**config.mk**
```make
export PLATFORM = sky130hd
export DESIGN_NAME = round_robin_sleep_scheduler
export DESIGN_NICKNAME = d
export VERILOG_FILES = /design/src/design/rrss_pkg.sv /design/src/design/round_robin_sleep_scheduler.sv /design/src/design/rrss_ram.sv /design/src/design/rrss_slot_update.sv
export SDC_FILE = /design/constraint.sdc
export NUM_CORES = 1
export LEC_CHECK = 0
export ABC_AREA = 1
export ABC_CLOCK_PERIOD_IN_PS = 3400
export BUFFER_PORTS_ARGS = -buffer_cell sky130_fd_sc_hd__clkbuf_2
export CELL_PAD_IN_SITES_DETAIL_PLACEMENT = 1
export CELL_PAD_IN_SITES_GLOBAL_PLACEMENT = 1
export CORE_ASPECT_RATIO = 2
export CORE_MARGIN = 5
export CORE_UTILIZATION = 45
export DETAILED_ROUTE_END_ITERATION = 12
export PLACE_DENSITY_LB_ADDON = 0.1
export RECOVER_POWER = 50
export REMOVE_ABC_BUFFERS = 1
export SETUP_SLACK_MARGIN = 0.02
export SYNTH_ARGS = -nofsm -noshare
export SYNTH_HDL_FRONTEND = slang
export SYNTH_HIERARCHICAL = 1
export SYNTH_SLANG_ARGS = --single-unit
```
**constraint.sdc**
```tcl
create_clock -name aclk -period 3.4 [get_ports aclk]
set_clock_uncertainty 0.2 [all_clocks]
set_input_delay 0.68 -clock aclk [delete_from_list [all_inputs] [get_ports aclk]]
set_output_delay 0.68 -clock aclk [all_outputs]
set_load 0.02 [all_outputs]
```
**src/design/rrss_pkg.sv**
```systemverilog
package rrss_pkg;

    // Input operation codes
    typedef enum logic [1:0] {
        OP_DISPATCH = 2'd0,
        OP_TICK     = 2'd1,
        OP_SLEEP    = 2'd2
    } op_t;

    // Slot state codes
    localparam logic [1:0] ST_READY   = 2'd0;
    localparam logic [1:0] ST_RUNNING = 2'd1;
    localparam logic [1:0] ST_WAITING = 2'd2;

    localparam logic signed [16:0] TICK_STEP = 17'sd2;
    localparam logic [15:0]        RUN_MAX   = 16'hFFFF;

    // One entry of the slot table; all-zero is the reset entry
    typedef struct packed {
        logic [1:0]         st;
        logic signed [16:0] sleep_left;
        logic [15:0]        run_cnt;
    } slot_t;

    localparam int SLOT_W = $bits(slot_t);

endpackage

```
**src/design/round_robin_sleep_scheduler.sv**
```systemverilog
// Round-robin task scheduler with sleep timers. Each input beat carries an
// operation in s_tuser (dispatch, 2 ms tick, sleep current task) and a sleep
// time in s_tdata; every accepted beat yields exactly one result beat. The
// per-slot state (ready/running/waiting, signed sleep counter, saturating run
// counter) lives in one slot memory with a single read and a single write
// port, so the block works on one beat at a time. Dispatch and sleep go
// through a read, a modify/write and an output load; a tick sweeps the
// active slots through the memory at one slot per cycle; an unused code
// skips to the output load. A new beat is taken as soon as the previous
// result sits in the output register, even if it has not been taken yet.
// task_count is to be written through cfg_we/cfg_wdata only while idle;
// the block does not enforce this. 0 acts as 1 and values above MAX_TASKS
// act as MAX_TASKS. Slots never written read as ready with zero counters
// (per-slot valid flags), so no clearing pass is needed after reset.
module round_robin_sleep_scheduler #(
    parameter int MAX_TASKS = 8
) (
    input  logic        aclk,
    input  logic        aresetn,

    input  logic        cfg_we,
    input  logic [3:0]  cfg_wdata,     // task_count

    input  logic        s_tvalid,
    output logic        s_tready,
    input  logic [15:0] s_tdata,       // [15:0] sleep_time
    input  logic [1:0]  s_tuser,       // [1:0] operation

    output logic        m_tvalid,
    input  logic        m_tready,
    output logic [23:0] m_tdata,       // [2:0] task_index, [18:3] run_count, rest 0
    output logic [0:0]  m_tuser        // [0] dispatched
);
    import rrss_pkg::*;

    localparam int IDX_W = $clog2(MAX_TASKS);
    localparam int CNT_W = $clog2(MAX_TASKS + 1);

    typedef enum logic [3:0] {
        S_IDLE = 4'b0001,
        S_MOD  = 4'b0010,
        S_TICK = 4'b0100,
        S_DONE = 4'b1000
    } fsm_t;

    fsm_t              state_reg, state_next;
    logic [3:0]        task_count_reg;
    op_t               op_reg;
    logic [15:0]       stime_reg;
    logic [CNT_W-1:0]  scan_reg;         // next slot to examine, may equal count
    logic [IDX_W-1:0]  cur_reg;          // slot last examined by dispatch
    logic [IDX_W-1:0]  addr_reg;         // slot whose data is coming out of the RAM
    logic              rd_valid_reg;     // that slot had been written before
    logic [MAX_TASKS-1:0] valid_reg;

    logic              res_disp_reg;
    logic [IDX_W-1:0]  res_idx_reg;
    logic [15:0]       res_rc_reg;

    logic              m_valid_reg;
    logic              m_disp_reg;
    logic [2:0]        m_idx_reg;
    logic [15:0]       m_rc_reg;

    logic [CNT_W-1:0]  n_act;
    logic [IDX_W-1:0]  disp_idx;
    logic              in_beat;
    logic              out_free;
    logic              tick_last;
    op_t               in_op;

    logic              rd_en;
    logic [IDX_W-1:0]  rd_addr;
    logic              wr_en;
    logic [SLOT_W-1:0] ram_rdata;
    slot_t             ent_cur;
    slot_t             ent_new;
    logic              started;
    logic [IDX_W+2:0]  idx_wide;

    // effective task count, clamped to 1..MAX_TASKS
    always_comb begin
        if (task_count_reg == 4'd0) begin
            n_act = CNT_W'(1);
        end else if (32'(task_count_reg) > MAX_TASKS) begin
            n_act = CNT_W'(MAX_TASKS);
        end else begin
            n_act = CNT_W'(task_count_reg);
        end
    end

    // pointer beyond the count wraps to slot 0
    assign disp_idx  = (scan_reg >= n_act) ? '0 : scan_reg[IDX_W-1:0];

    assign in_op     = op_t'(s_tuser);
    assign s_tready  = (state_reg == S_IDLE);
    assign in_beat   = s_tvalid && s_tready;
    assign out_free  = !m_valid_reg || m_tready;
    assign tick_last = (CNT_W'(addr_reg) + CNT_W'(1)) == n_act;

    // unwritten slots read as the reset entry
    assign ent_cur   = rd_valid_reg ? slot_t'(ram_rdata) : '0;
    assign wr_en     = (state_reg == S_MOD) || (state_reg == S_TICK);

    // read request on accept of dispatch, sleep or tick, one slot ahead in a sweep
    always_comb begin
        rd_en   = 1'b0;
        rd_addr = addr_reg;
        case (state_reg)
            S_IDLE: begin
                if (in_beat) begin
                    case (in_op)
                        OP_DISPATCH: begin
                            rd_en   = 1'b1;
                            rd_addr = disp_idx;
                        end
                        OP_SLEEP: begin
                            rd_en   = 1'b1;
                            rd_addr = cur_reg;
                        end
                        OP_TICK: begin
                            rd_en   = 1'b1;
                            rd_addr = '0;
                        end
                        default: begin
                            rd_en = 1'b0;
                        end
                    endcase
                end
            end
            S_TICK: begin
                if (!tick_last) begin
                    rd_en   = 1'b1;
                    rd_addr = addr_reg + IDX_W'(1);
                end
            end
            default: begin
                rd_en = 1'b0;
            end
        endcase
    end

    always_comb begin
        state_next = state_reg;
        case (state_reg)
            S_IDLE: begin
                if (in_beat) begin
                    case (in_op)
                        OP_DISPATCH: state_next = S_MOD;
                        OP_SLEEP:    state_next = S_MOD;
                        OP_TICK:     state_next = S_TICK;
                        default:     state_next = S_DONE;
                    endcase
                end
            end
            S_MOD:   state_next = S_DONE;
            S_TICK:  state_next = tick_last ? S_DONE : S_TICK;
            S_DONE:  state_next = out_free ? S_IDLE : S_DONE;
            default: state_next = S_IDLE;
        endcase
    end

    rrss_ram #(
        .WIDTH (SLOT_W),
        .DEPTH (MAX_TASKS)
    ) u_slot_ram (
        .aclk  (aclk),
        .we    (wr_en),
        .waddr (addr_reg),
        .wdata (ent_new),
        .re    (rd_en),
        .raddr (rd_addr),
        .rdata (ram_rdata)
    );

    rrss_slot_update u_update (
        .op         (op_reg),
        .sleep_time (stime_reg),
        .ent_in     (ent_cur),
        .ent_out    (ent_new),
        .started    (started)
    );

    // control state
    always_ff @(posedge aclk) begin
        if (!aresetn) begin
            state_reg      <= S_IDLE;
            task_count_reg <= 4'd2;
            scan_reg       <= '0;
            cur_reg        <= '0;
            valid_reg      <= '0;
            m_valid_reg    <= 1'b0;
        end else begin
            state_reg <= state_next;
            if (cfg_we) begin
                task_count_reg <= cfg_wdata;
            end
            if (in_beat && (in_op == OP_DISPATCH)) begin
                cur_reg  <= disp_idx;
                scan_reg <= CNT_W'(disp_idx) + CNT_W'(1);
            end
            if (wr_en) begin
                valid_reg[addr_reg] <= 1'b1;
            end
            if (state_reg == S_DONE && out_free) begin
                m_valid_reg <= 1'b1;
            end else if (m_tready) begin
                m_valid_reg <= 1'b0;
            end
        end
    end

    // payload
    always_ff @(posedge aclk) begin
        if (in_beat) begin
            op_reg       <= in_op;
            stime_reg    <= s_tdata;
            res_disp_reg <= 1'b0;
            res_idx_reg  <= '0;
            res_rc_reg   <= '0;
        end
        if (rd_en) begin
            addr_reg     <= rd_addr;
            rd_valid_reg <= valid_reg[rd_addr];
        end
        if (state_reg == S_MOD) begin
            res_disp_reg <= started;
            res_idx_reg  <= addr_reg;
            res_rc_reg   <= ent_new.run_cnt;
        end
        if (state_reg == S_DONE && out_free) begin
            m_disp_reg <= res_disp_reg;
            m_idx_reg  <= idx_wide[2:0];
            m_rc_reg   <= res_rc_reg;
        end
    end

    assign idx_wide = {3'b000, res_idx_reg};

    assign m_tvalid = m_valid_reg;
    assign m_tuser  = m_disp_reg;
    assign m_tdata  = {5'b00000, m_rc_reg, m_idx_reg};

    // one beat in flight: no second accept right after one
    a_single_beat: assert property (@(posedge aclk) disable iff (!aresetn)
        in_beat |=> !s_tready)
        else $error("input accepted while a beat is in flight");

    // a started task has a nonzero run count
    a_started_count: assert property (@(posedge aclk) disable iff (!aresetn)
        (m_tvalid && m_tuser[0]) |-> (m_tdata[18:3] != 16'd0))
        else $error("dispatched task reports zero run count");

    // scan pointer never passes the slot table
    a_scan_range: assert property (@(posedge aclk) disable iff (!aresetn)
        32'(scan_reg) <= MAX_TASKS)
        else $error("scan pointer beyond slot table");

    // tick sweep only writes slots in use
    a_tick_range: assert property (@(posedge aclk) disable iff (!aresetn)
        (state_reg == S_TICK) |-> (CNT_W'(addr_reg) < n_act))
        else $error("tick sweep outside active slots");

endmodule

```
**src/design/rrss_ram.sv**
```systemverilog
module rrss_ram #(
    parameter int WIDTH = 35,
    parameter int DEPTH = 8
) (
    input  logic                     aclk,
    input  logic                     we,
    input  logic [$clog2(DEPTH)-1:0] waddr,
    input  logic [WIDTH-1:0]         wdata,
    input  logic                     re,
    input  logic [$clog2(DEPTH)-1:0] raddr,
    output logic [WIDTH-1:0]         rdata
);

    logic [WIDTH-1:0] mem [DEPTH];
    logic [WIDTH-1:0] rdata_reg;

    always_ff @(posedge aclk) begin
        if (we) begin
            mem[waddr] <= wdata;
        end
        if (re) begin
            rdata_reg <= mem[raddr];
        end
    end

    assign rdata = rdata_reg;

endmodule

```
**src/design/rrss_slot_update.sv**
```systemverilog
module rrss_slot_update (
    input  rrss_pkg::op_t   op,
    input  logic [15:0]     sleep_time,
    input  rrss_pkg::slot_t ent_in,
    output rrss_pkg::slot_t ent_out,
    output logic            started
);
    import rrss_pkg::*;

    logic signed [16:0] sl_dec;

    assign sl_dec = ent_in.sleep_left - TICK_STEP;

    always_comb begin
        ent_out = ent_in;
        started = 1'b0;
        case (op)
            OP_DISPATCH: begin
                if (ent_in.st == ST_READY) begin
                    ent_out.st = ST_RUNNING;
                    started    = 1'b1;
                    if (ent_in.run_cnt != RUN_MAX) begin
                        ent_out.run_cnt = ent_in.run_cnt + 16'd1;
                    end
                end
            end
            OP_TICK: begin
                // waiting slots count down; everything else drops back to ready
                if (ent_in.st == ST_WAITING) begin
                    ent_out.sleep_left = sl_dec;
                    ent_out.st         = (sl_dec < TICK_STEP) ? ST_READY : ST_WAITING;
                end else begin
                    ent_out.st = ST_READY;
                end
            end
            OP_SLEEP: begin
                ent_out.st         = ST_WAITING;
                ent_out.sleep_left = signed'({1'b0, sleep_time});
            end
            default: begin
                ent_out = ent_in;
            end
        endcase
    end

endmodule

```
==> impl_results.rst, run 1 <==
.. list-table::
   :header-rows: 1

   * - Metric
     - Value
   * - Outcome
     - complete, but fails checks
   * - Violations in the final reports
     - max-capacitance violations, max-slew violations
   * - Number of core rows
     - 106
   * - Max-slew headroom at the worst pin
     - -0.873%
   * - Non-Filler Cell Area, Final
     - 0.0214 mm^2
   * - Post-Synthesis Cell Area
     - 0.0191 mm^2
   * - Antenna violations before repair
     - 1
   * - Clock period minus worst slack
     - 3.22 ns
   * - Wire length per cell
     - 20.0 um
   * - Pin count of the biggest net entering global routing
     - 56
   * - Arrival time of the worst setup path
     - 3.15 ns
   * - Average via count per standard cell
     - 5.07
   * - Num CTS Buffers
     - 38
   * - Height of the die
     - 301 um
   * - Vias
     - 13,100
   * - Maximum fanout along the worst path
     - 38
   * - Count of pins over their slew limit
     - 39
   * - Detailed-router iteration count before antenna repair
     - 4
   * - Area delta synth->final
     - 12.1%
   * - Global-route wire length before repair
     - 79.2 mm
   * - Post-route DRC violation count
     - 0
   * - Synthesized netlist cell count
     - 1,924
   * - Count of yosys warnings during synthesis
     - 6
   * - Initial core utilization
     - 45.6%
   * - Core Region
     - 0.0419 mm^2
   * - Pwr Density
     - 613 mW/mm^2
   * - Number of routed nets with antenna violations
     - 0
   * - Fraction of final layout cells with drive strength greater than 1
     - 15.8%
   * - Number of standard cells in the layout, taps in and fillers out
     - 2,576
   * - Fmax achieved
     - 310 MHz
   * - Total number of clock tree sinks
     - 391
   * - Maximum ir drop on the vdd rail
     - 437 uV
   * - Unrepaired setup endpoints after global routing
     - no
   * - Root buffer cell
     - sky130_fd_sc_hd__clkbuf_16
   * - Count of pins on the block boundary
     - 54
   * - Post-DP HPWL
     - 33.4 mm
   * - Slew at the pin with the worst max-slew slack
     - 1.51 ns
   * - Fill cell count
     - 4,786
   * - Critical Path Source Type
     - flop
   * - Type of the worst setup path
     - flop to flop
   * - Leakage power total
     - 9.64 nW
   * - PortBufs
     - 47
   * - Insertion delay to the later sink of the worst-skew pair
     - 0.54 ns
   * - Final period utilization
     - 94.8%
   * - Die span in x
     - 156 um
   * - Worst slack after detailed placement
     - 0.210 ns
   * - Max-Cap Viols
     - 1
   * - Nets@finish
     - 2,049
   * - Diodes inserted
     - 0
   * - Final core utilization
     - 51.1%
   * - Register cell area after layout
     - 0.0115 mm^2
   * - Placed Instance Area
     - 0.0203 mm^2
   * - Gr ovfl total
     - 0
   * - Required time reported for the critical path endpoint
     - 3.33 ns
   * - Clock tree from TritonCTS
     - done
   * - Worst-path clk slew
     - 0.07 ns
   * - Critical path endpoint category
     - flop
   * - CTS H-tree depth
     - 2
   * - Setup TNS
     - 0 ns
   * - Final critical-path setup slack
     - 0.178 ns
   * - Class of the tightest hold or removal check
     - input pin to flop
   * - Vias in the first global route
     - 14,300
   * - # setup viols final
     - 0
   * - Number of violations reported at the end of detailed-routing iteration 0
     - 448
   * - Post-synthesis area per instance
     - 9.93 um^2
   * - Global routing usage summed across all routing layers
     - 22.2%
   * - Final Hold Fails
     - 0
   * - Number of flip-flops in the largest register
     - 272
   * - Final Routed Wirelength
     - 51.5 mm
   * - Maximum number of buffers from clock root to sink
     - 3
   * - Die Area
     - 0.0469 mm^2
   * - Total placed cells including tap cells
     - 2,508
   * - Multi-input logic area
     - 0.00553 mm^2
   * - Placer's final routability congestion estimate
     - 0.827
through the flow:
| stage | hold slack (ns) | power, mW |
|---|---|---|
| floorplan | 0.200 | 7.77 |
| global placement | 0.206 | 8.87 |
| detailed placement | 0.205 | 8.96 |
| CTS | 0.0924 | 13.3 |
| global route | 0.103 | 13.8 |
| finish | 0.124 | 13.1 |
cell usage in the layout, fill, tap and decap left out, types with 11 or more instances in the layout:
cell and count:
sky130_fd_sc_hd__dfxtp_1 24, sky130_fd_sc_hd__a21oi_1 22, sky130_fd_sc_hd__nor2_2 18, sky130_fd_sc_hd__buf_12 15, sky130_fd_sc_hd__clkbuf_1 38, sky130_fd_sc_hd__o21ai_0 23, sky130_fd_sc_hd__nand2_1 537, sky130_fd_sc_hd__ha_1 13
sky130_fd_sc_hd__buf_4 36, sky130_fd_sc_hd__nand2_4 63, sky130_fd_sc_hd__nand4_1 11, sky130_fd_sc_hd__nor2_1 88, sky130_fd_sc_hd__clkbuf_2 28, sky130_fd_sc_hd__nand2_2 12, sky130_fd_sc_hd__nand3_1 125, sky130_fd_sc_hd__nor3_1 18
sky130_fd_sc_hd__inv_1 400, sky130_fd_sc_hd__edfxtp_1 367, sky130_fd_sc_hd__clkbuf_16 41, sky130_fd_sc_hd__nand3_2 63
area by class of cell:
| type | instances | share of cell area, % |
|---|---|---|
| timing repair buffer | 114 | 4.05 |
| tap | 540 | 3.15 |
| sequential | 391 | 53.7 |
| clock inverter | 16 | 0.841 |
| inverter | 415 | 7.37 |
| clock buffer | 51 | 5.06 |
| multi-input combinational | 1049 | 25.8 |
where the power goes:
| group | leakage (nW) | internal, mW | total [mW] | switching [mW] |
|---|---|---|---|---|
| combinational | 5.43 | 0.922 | 3.03 | 2.11 |
| sequential | 3.58 | 5.69 | 5.77 | 0.0755 |
| clock | 0.617 | 2.54 | 4.33 | 1.79 |
| total | 9.64 | 9.15 | 13.1 | 3.97 |
critical path, stage by stage, from the launching register on:
cell and delay (ns):
sky130_fd_sc_hd__edfxtp_1 0.36, sky130_fd_sc_hd__buf_4 0.22, sky130_fd_sc_hd__clkinv_4 0.12, sky130_fd_sc_hd__nor2_2 0.14, sky130_fd_sc_hd__nand2_1 0.07, sky130_fd_sc_hd__nand2_2 0.08, sky130_fd_sc_hd__nor2_4 0.05, sky130_fd_sc_hd__nand3_1 0.21
sky130_fd_sc_hd__nand2_4 0.10, sky130_fd_sc_hd__nand2_1 0.10, sky130_fd_sc_hd__clkbuf_2 1.12
path summary, 6_finish.rpt:
path,from,endpoint,slack [ns],depth (start not counted)
setup reg to reg,addr_reg[0],u_slot_ram/rdata[22],0.18,10
hold reg to reg,res_rc_reg[13],m_rc_reg[13],0.22,0
hold / removal,s_tdata[12],stime_reg[12],0.12,1
setup / recovery,addr_reg[0],u_slot_ram/rdata[22],0.18,10
what timing repair did:
| action | 4_1_cts | 5_1_grt |
|---|---|---|
| resized for setup | 0 | 5 |
| endpoints found under the hold margin | 0 | 0 |
| endpoints found under the setup margin | 0 | 16 |
| hold buffers | 0 | 0 |
| setup buffers | 0 | 1 |
metal layers:
layer	track usage, %	wire length, um
met1	23.1	18700
met2	44.1	29400
met3	2.56	1520
met5	0	13
met4	8.58	1940
No activity file was read; power rests on OpenSTA's default activity.
==> run 2: changes to the inputs <==
Settings changed: CELL_PAD_IN_SITES_DETAIL_PLACEMENT 1 to 0, CELL_PAD_IN_SITES_GLOBAL_PLACEMENT 1 to 2, CORE_UTILIZATION 45 to 37.
==> impl_results.rst, run 2 (synthesis gave the netlist of run 1 again) <==
.. list-table::
   :header-rows: 1

   * - Metric
     - Value
   * - Total power
     - 13.2 mW (was 13.1 mW)
   * - Critical Path Source Type
     - flop (unchanged)
   * - Pin count of the biggest net entering global routing
     - 50 (was 56)
   * - Clock tree from TritonCTS
     - done (unchanged)
   * - Outcome
     - complete, no violations (was complete, but fails checks)
   * - Clk network pwr share
     - 33.4% (was 33.0%)
   * - Placer's final routability congestion estimate
     - 0.769 (was 0.827)
   * - Height of the die
     - 331 um (was 301 um)
   * - Gr ovfl total
     - 0 (unchanged)
   * - Worst-path clk slew
     - 0.07 ns (about the same)
   * - Combinational share of power
     - 22.9% (was 23.1%)
   * - Maximum number of buffers from clock root to sink
     - 3 (unchanged)
   * - Hold buffers post-CTS
     - 0 (unchanged)
   * - Maximum ir drop on the vdd rail
     - 442 uV (was 437 uV)
   * - Diodes inserted
     - 0 (unchanged)
   * - Final core utilization
     - 42.2% (was 51.1%)
   * - R2r worst-path depth
     - 7 (was 10)
   * - Critical path endpoint category
     - flop (unchanged)
   * - Worst slack after detailed placement
     - 0.181 ns (was 0.210 ns)
   * - Number of cells on the critical path
     - 7 (was 10)
   * - Global-route wire length before repair
     - 77.2 mm (was 79.2 mm)
   * - Multi-input logic area
     - 0.00555 mm^2 (was 0.00553 mm^2)
   * - R2R Setup Slk
     - 0.20 ns (was 0.18 ns)
   * - Wire length per cell
     - 19.2 um (was 20.0 um)
   * - Number of core rows
     - 117 (was 106)
   * - Count of pins on the block boundary
     - 54 (unchanged)
   * - Vias
     - 12,500 (was 13,100)
   * - CTS H-tree depth
     - 2 (unchanged)
   * - Unrepaired setup endpoints after global routing
     - no (unchanged)
   * - Die span in x
     - 171 um (was 156 um)
   * - Final critical-path setup slack
     - 0.202 ns (was 0.178 ns)
   * - Count of pins over their slew limit
     - 0 (was 39)
   * - Sequential share of power
     - 43.6% (was 43.9%)
   * - Setup TNS
     - 0 ns (unchanged)
   * - Area delta synth->final
     - 12.9% (was 12.1%)
   * - Core Region
     - 0.0511 mm^2 (was 0.0419 mm^2)
   * - Final period utilization
     - 94.1% (was 94.8%)
   * - Detailed-router iteration count before antenna repair
     - 5 (was 4)
   * - Non-Filler Cell Area, Final
     - 0.0216 mm^2 (was 0.0214 mm^2)
   * - Cell-internal power
     - 9.13 mW (was 9.15 mW)
   * - Fill cell count
     - 4,965 (was 4,786)
   * - Type of the worst setup path
     - flop to flop (unchanged)
   * - # setup viols final
     - 0 (unchanged)
   * - Number of flip-flops in the largest register
     - 272 (unchanged)
   * - Hold_sp
     - s_tdata[13] (was s_tdata[12])
   * - Net switching fraction of the power
     - 30.8% (was 30.2%)
   * - Fraction of final layout cells with drive strength greater than 1
     - 15.3% (was 15.8%)
   * - Num CTS Buffers
     - 41 (was 38)
   * - Max-Cap Viols
     - 0 (was 1)
   * - Required time reported for the critical path endpoint
     - 3.40 ns (was 3.33 ns)
   * - CP max stage delay
     - 1.08 ns (was 1.12 ns)
   * - Global routing usage summed across all routing layers
     - 18.2% (was 22.2%)
   * - Nets@finish
     - 2,044 (was 2,049)
   * - Launching instance or port of the critical path
     - state_reg[3] (was addr_reg[0])
   * - Post-route DRC violation count
     - 0 (unchanged)
   * - Cell family contributing the most delay on the critical path
     - buffers and inverters (unchanged)
   * - Total number of clock tree sinks
     - 391 (unchanged)
   * - Class of the tightest hold or removal check
     - input pin to flop (unchanged)
   * - Maximum fanout along the worst path
     - 20 (was 38)
   * - Max-slew headroom at the worst pin
     - 0.872% (was -0.873%)
   * - Final Routed Wirelength
     - 51.6 mm (was 51.5 mm)
   * - Average via count per standard cell
     - 4.67 (was 5.07)
   * - Critical Path, Cell by Cell
     - inv_1 -> nand4_4 -> nor2_4 -> clkbuf_1 -> inv_1 -> nand2_1 -> buf_4 (was buf_4 -> clkinv_4 -> nor2_2 -> nand2_1 -> nand2_2 -> nor2_4 -> nand3_1 -> nand2_4 -> nand2_1 -> clkbuf_2)
   * - Setup Fix Bufs, Post-CTS
     - 0 (unchanged)
   * - Pwr Density
     - 612 mW/mm^2 (was 613 mW/mm^2)
   * - Root buffer cell
     - sky130_fd_sc_hd__clkbuf_16 (unchanged)
   * - Hold Path Stages
     - 1 (unchanged)
   * - Initial core utilization
     - 37.4% (was 45.6%)
   * - Clock period minus worst slack
     - 3.20 ns (was 3.22 ns)
   * - PortBufs
     - 47 (unchanged)
   * - Arrival time of the worst setup path
     - 3.19 ns (was 3.15 ns)
   * - Post-CTS resize count
     - 0 (unchanged)
   * - Net switching component of the power
     - 4.06 mW (was 3.97 mW)
   * - Most frequent standard cell in the layout excluding fill and tap cells
     - sky130_fd_sc_hd__nand2_1 (unchanged)
   * - Library cell appearing most often on the critical path
     - sky130_fd_sc_hd__inv_1 (was sky130_fd_sc_hd__nand2_1)
   * - Commonest cells after routing, fill and taps aside
     - sky130_fd_sc_hd__nand2_1 (539), sky130_fd_sc_hd__inv_1 (400), sky130_fd_sc_hd__edfxtp_1 (367) (was sky130_fd_sc_hd__nand2_1 (537), sky130_fd_sc_hd__inv_1 (400), sky130_fd_sc_hd__edfxtp_1 (367))
   * - Buffers plus inverters on the worst setup path
     - 4 (was 3)
   * - Leakage power total
     - 9.61 nW (was 9.64 nW)
   * - Final Hold Fails
     - 0 (unchanged)
   * - Number of routed nets with antenna violations
     - 0 (unchanged)
   * - Post-DP HPWL
     - 32.7 mm (was 33.4 mm)
   * - Register cell area after layout
     - 0.0115 mm^2 (unchanged)
   * - Standard cell with the maximum stage delay on the critical path
     - sky130_fd_sc_hd__clkbuf_1 (was sky130_fd_sc_hd__clkbuf_2)
   * - Insertion delay to the later sink of the worst-skew pair
     - 0.55 ns (was 0.54 ns)
   * - Antenna violations before repair
     - 1 (unchanged)
   * - Vias in the first global route
     - 12,700 (was 14,300)
   * - Placed Instance Area
     - 0.0204 mm^2 (was 0.0203 mm^2)
   * - Slew at the pin with the worst max-slew slack
     - 1.49 ns (was 1.51 ns)
   * - Number of violations reported at the end of detailed-routing iteration 0
     - 654 (was 448)
   * - Die Area
     - 0.0565 mm^2 (was 0.0469 mm^2)
   * - Fmax achieved
     - 313 MHz (was 310 MHz)
   * - Startpoint of the lowest-slack register-to-register path
     - state_reg[3] (was addr_reg[0])
## run 2: changes by cell type in the layout (fill, tap and decap cells not counted), moves of 2 or more
cell and delta:
sky130_fd_sc_hd__clkinv_1 +6, sky130_fd_sc_hd__clkinv_2 +2, sky130_fd_sc_hd__nand2_2 -2, sky130_fd_sc_hd__clkbuf_16 +2, sky130_fd_sc_hd__buf_12 +3, sky130_fd_sc_hd__clkbuf_1 +2, sky130_fd_sc_hd__buf_6 -2, sky130_fd_sc_hd__clkbuf_8 -2
sky130_fd_sc_hd__buf_4 -10, sky130_fd_sc_hd__nand2_1 +2, sky130_fd_sc_hd__clkbuf_2 -2
## run 2: area by class of cell
| type | count | share of cell area, % |
|---|---|---|
| Timing Repair Buffer | 106 | 3.84 |
| Tap cell | 654 | 3.79 |
| Clock buffer | 49 | 5.09 |
| Clock inverter | 24 | 0.928 |
| Multi-Input combinational cell | 1049 | 25.7 |
| Inverter | 415 | 7.30 |
| Sequential cell | 391 | 53.3 |
## run 2: worst paths after layout
check | end
setup / recovery | res_rc_reg[5]
hold / removal | stime_reg[13]
setup reg to reg | res_rc_reg[5]
hold reg to reg | m_rc_reg[7]
## run 2: power by group through the flow
stage               clock network (mW)  registers [mW]  logic [mW]
floorplan                            0            5.85        1.92
global placement                     0            5.86        3.12
detailed placement                   0            5.86        3.13
CTS                               4.57            5.76        3.14
global route                      4.75            5.77        3.38
finish                            4.41            5.76        3.03
## run 2: per-stage QoR
stage,hold slack (ns),cells
2_1_floorplan,0.200,1855
3_3_place_gp,0.204,2615
3_5_place_dp,0.206,2615
4_1_cts,0.0737,2688
5_1_grt,0.0852,2688
6_report,0.105,2688
## run 2: layer usage
metal	routed length, um	part of all wire [%]	vias up	GRT usage, %
li1	-	-	6200	-
met4	1720	3.3	2	6.24
met3	1390	2.7	82	2.20
met1	20200	39	6068	20.6
met2	28300	55	193	34.5
met5	20	0.039	-	0
==> run 3: changes to the inputs <==
Settings changed: CORE_UTILIZATION 37 to 38, CTS_BUF_LIST from default to sky130_fd_sc_hd__clkbuf_8, SYNTH_HIERARCHICAL 1 to default.
==> impl_results.rst, run 3 <==
.. list-table::
   :header-rows: 1

   * - Metric
     - Value
   * - Sequential share of the synthesized area
     - 63.8%
   * - Critical Path, Cell by Cell
     - buf_12 -> nand2_1 -> inv_1 -> nor2_1 -> nand2_1 -> nor2_1 -> nand2_1 -> o21ai_0 -> nand3_1 -> a32oi_1 (was inv_1 -> nand4_4 -> nor2_4 -> clkbuf_1 -> inv_1 -> nand2_1 -> buf_4)
   * - Multi-input logic area
     - 0.00475 mm^2 (was 0.00555 mm^2)
   * - Nets@finish
     - 1,992 (was 2,044)
   * - Core Region
     - 0.0472 mm^2 (was 0.0511 mm^2)
   * - Synth Flop Type
     - sky130_fd_sc_hd__edfxtp_1
   * - Fmax achieved
     - 318 MHz (was 313 MHz)
   * - Count of pins on the block boundary
     - 54 (unchanged)
   * - Detailed-router iteration count before antenna repair
     - 5 (unchanged)
   * - Top post-synthesis cells by area
     - sky130_fd_sc_hd__edfxtp_1 (61%), sky130_fd_sc_hd__nand2_1 (9.2%), sky130_fd_sc_hd__nand3_1 (8.7%)
   * - Count of state elements after synthesis
     - 391
   * - Number of distinct standard cells referenced by the synthesized netlist
     - 43
   * - Final critical-path setup slack
     - 0.255 ns (was 0.202 ns)
   * - Number of flip-flops in the largest register
     - 272 (unchanged)
   * - Area delta synth->final
     - 14.1% (was 12.9%)
   * - Arrival time of the worst setup path
     - 3.28 ns (was 3.19 ns)
   * - Area share of the largest cell type after synthesis
     - 61.1%
   * - Type of the worst setup path
     - flop to flop (unchanged)
   * - Root buffer cell
     - sky130_fd_sc_hd__clkbuf_8 (was sky130_fd_sc_hd__clkbuf_16)
   * - Final Hold Fails
     - 0 (unchanged)
   * - Required time reported for the critical path endpoint
     - 3.53 ns (was 3.40 ns)
   * - Post-DP HPWL
     - 30.2 mm (was 32.7 mm)
   * - Slew at the pin with the worst max-slew slack
     - 1.47 ns (was 1.49 ns)
   * - Final period utilization
     - 92.5% (was 94.1%)
   * - Sum of met3 wire segment lengths after detailed routing
     - 1.73 mm (was 1.39 mm)
   * - Pwr Density
     - 652 mW/mm^2 (was 612 mW/mm^2)
   * - Count of pins over their slew limit
     - 0 (unchanged)
   * - Insertion delay to the later sink of the worst-skew pair
     - 0.65 ns (was 0.55 ns)
   * - Gr ovfl total
     - 0 (unchanged)
   * - Unrepaired setup endpoints after global routing
     - no (unchanged)
   * - Class of the tightest hold or removal check
     - input pin to flop (unchanged)
   * - Critical Path Source Type
     - flop (unchanged)
   * - Number of violations reported at the end of detailed-routing iteration 0
     - 639 (was 654)
   * - Met2 wire length
     - 26.0 mm (was 28.3 mm)
   * - Fraction of final layout cells with drive strength greater than 1
     - 8.57% (was 15.3%)
   * - Vias
     - 12,600 (was 12,500)
   * - CTS H-tree depth
     - 2 (unchanged)
   * - Most common library cells after synthesis
     - sky130_fd_sc_hd__nand2_1 (442), sky130_fd_sc_hd__edfxtp_1 (367), sky130_fd_sc_hd__inv_1 (366)
   * - Commonest cells after routing, fill and taps aside
     - sky130_fd_sc_hd__nand2_1 (440), sky130_fd_sc_hd__inv_1 (378), sky130_fd_sc_hd__edfxtp_1 (367) (was sky130_fd_sc_hd__nand2_1 (539), sky130_fd_sc_hd__inv_1 (400), sky130_fd_sc_hd__edfxtp_1 (367))
   * - Post-synthesis area per instance
     - 9.72 um^2 (was 9.93 um^2)
   * - Metal-1 WL
     - 20.4 mm (was 20.2 mm)
   * - Global routing usage summed across all routing layers
     - 19.1% (was 18.2%)
   * - Fraction of synthesis flops using an asynchronous set or reset pin
     - 0%
   * - Maximum ir drop on the vdd rail
     - 346 uV (was 442 uV)
   * - Total number of clock tree sinks
     - 391 (unchanged)
   * - Register cell area after layout
     - 0.0115 mm^2 (unchanged)
   * - Global-route wire length before repair
     - 75.3 mm (was 77.2 mm)
   * - Final Routed Wirelength
     - 49.6 mm (was 51.6 mm)
   * - Vias in the first global route
     - 12,700 (about the same)
   * - Wire length per cell
     - 18.9 um (was 19.2 um)
   * - Max-Cap Viols
     - 0 (unchanged)
   * - Leakage power total
     - 8.97 nW (was 9.61 nW)
   * - Clock period minus worst slack
     - 3.14 ns (was 3.20 ns)
   * - Cell taking the most area after synthesis
     - sky130_fd_sc_hd__edfxtp_1
   * - Die Area
     - 0.0522 mm^2 (was 0.0565 mm^2)
   * - Synthesized netlist cell count
     - 1,855 (was 1,924)
   * - Outcome
     - complete, no violations (unchanged)
   * - Fill cell count
     - 4,708 (was 4,965)
   * - Post-Synthesis Cell Area
     - 0.0180 mm^2 (was 0.0191 mm^2)
   * - CP max stage delay
     - 0.66 ns (was 1.08 ns)
   * - Maximum number of buffers from clock root to sink
     - 3 (unchanged)
   * - Most frequent standard cell in the layout excluding fill and tap cells
     - sky130_fd_sc_hd__nand2_1 (unchanged)
   * - Pin count of the biggest net entering global routing
     - 121 (was 50)
   * - Most numerous cell in the Yosys netlist
     - sky130_fd_sc_hd__nand2_1
   * - Die span in x
     - 164 um (was 171 um)
   * - Antenna violations before repair
     - 1 (unchanged)
   * - PortBufs
     - 47 (unchanged)
   * - Library cell appearing most often on the critical path
     - sky130_fd_sc_hd__nand2_1 (was sky130_fd_sc_hd__inv_1)
   * - # setup viols final
     - 0 (unchanged)
   * - Standard cell with the maximum stage delay on the critical path
     - sky130_fd_sc_hd__a32oi_1 (was sky130_fd_sc_hd__clkbuf_1)
   * - Top layer used by detailed routing
     - met4 (was met5)
   * - Count of yosys warnings during synthesis
     - 0 (was 6)
   * - Maximum fanout along the worst path
     - 28 (was 20)
   * - Worst slack after detailed placement
     - 0.184 ns (was 0.181 ns)
   * - Max-slew headroom at the worst pin
     - 1.74% (was 0.872%)
   * - Initial core utilization
     - 38.2% (was 37.4%)
   * - Post-synth EDFFs
     - 367
   * - Clock tree from TritonCTS
     - done (unchanged)
   * - Average via count per standard cell
     - 4.79 (was 4.67)
   * - Num CTS Buffers
     - 57 (was 41)
   * - Post-route DRC violation count
     - 0 (unchanged)
   * - Critical path endpoint category
     - flop (unchanged)
   * - Number of routed nets with antenna violations
     - 0 (unchanged)
   * - Height of the die
     - 318 um (was 331 um)
   * - Number of core rows
     - 113 (was 117)
   * - Worst-path clk slew
     - 0.06 ns (was 0.07 ns)
   * - Placer's final routability congestion estimate
     - 0.818 (was 0.769)
   * - Setup TNS
     - 0 ns (unchanged)
[run 3: cell families (layout without fill, tap and decap cells)]
group / Yosys count / count (layout) / share of synthesized area [%]
AOI/OAI and AO/OA: 84 / 84 / 2.78
xor gates and xnor gates: 19 / 19 / 0.923
adders and majority gates: 13 / 13 / 0.902
buffers and inverters: 456 / 593 / 10.2
DFF: 391 / 391 / 63.8
other: 1 / 6 / 0.0208
and+or+nand+nor: 891 / 891 / 21.4
[run 3: timing repair]
item,CTS,global route
hold buffers,14,0
resized for setup,0,4
setup buffers,0,3
endpoints found under the setup margin,0,47
hold endpoints to repair,14,0
[run 3: final timing paths]
| check | depth (start not counted) | to | slack, ns | startpoint |
|---|---|---|---|---|
| max | 10 | u_slot_ram.mem[2][30] | 0.26 | rd_valid_reg |
| max reg2reg | 10 | u_slot_ram.mem[2][30] | 0.26 | rd_valid_reg |
| min | 3 | task_count_reg[2] | 0.07 | cfg_wdata[2] |
| min reg2reg | 0 | m_rc_reg[15] | 0.21 | res_rc_reg[15] |
[run 3: critical path: cells and delay by family (launching register included)]
family / cells / cell delay, ns
AO/OA/AOI/OAI: 2 / 0.88
flip-flops: 1 / 0.41
buffers and inverters: 2 / 0.28
AND/OR/NAND/NOR: 6 / 1.04
[run 3: layer usage]
metal	track usage [%]	up-vias
li1	-	6213
met1	23.7	6050
met2	34.4	239
met3	2.05	94
met4	6.21	0
met5	0	-
[run 3: final cells by class]
type | count | share of cell area, %
Inverter | 373 | 6.80
Antenna cell | 1 | 0.0122
Timing Repair Buffer | 117 | 4.81
Multi-Input combinational cell | 1012 | 23.1
Clock buffer | 63 | 4.21
Tap cell | 632 | 3.84
Clock inverter | 40 | 1.37
Sequential cell | 391 | 55.9
[run 3: per-stage QoR]
stage	hold slack, ns	instances	utilization [%]	area [um^2]	power (mW)
floorplan	0.200	1776	-	17600	8.22
global placement	0.207	2508	41.0	19400	9.66
detailed placement	0.206	2508	41.0	19400	9.71
CTS	0.0110	2625	43.8	20700	13.6
global route	0.0686	2629	43.6	20600	14.2
finish	0.0747	2629	43.6	20600	13.4
[run 3: power breakdown]
group / internal (mW) / switching [mW] / total (mW)
Combinational: 1.10 / 2.56 / 3.67
Clock: 2.01 / 1.83 / 3.84
Sequential: 5.79 / 0.110 / 5.90
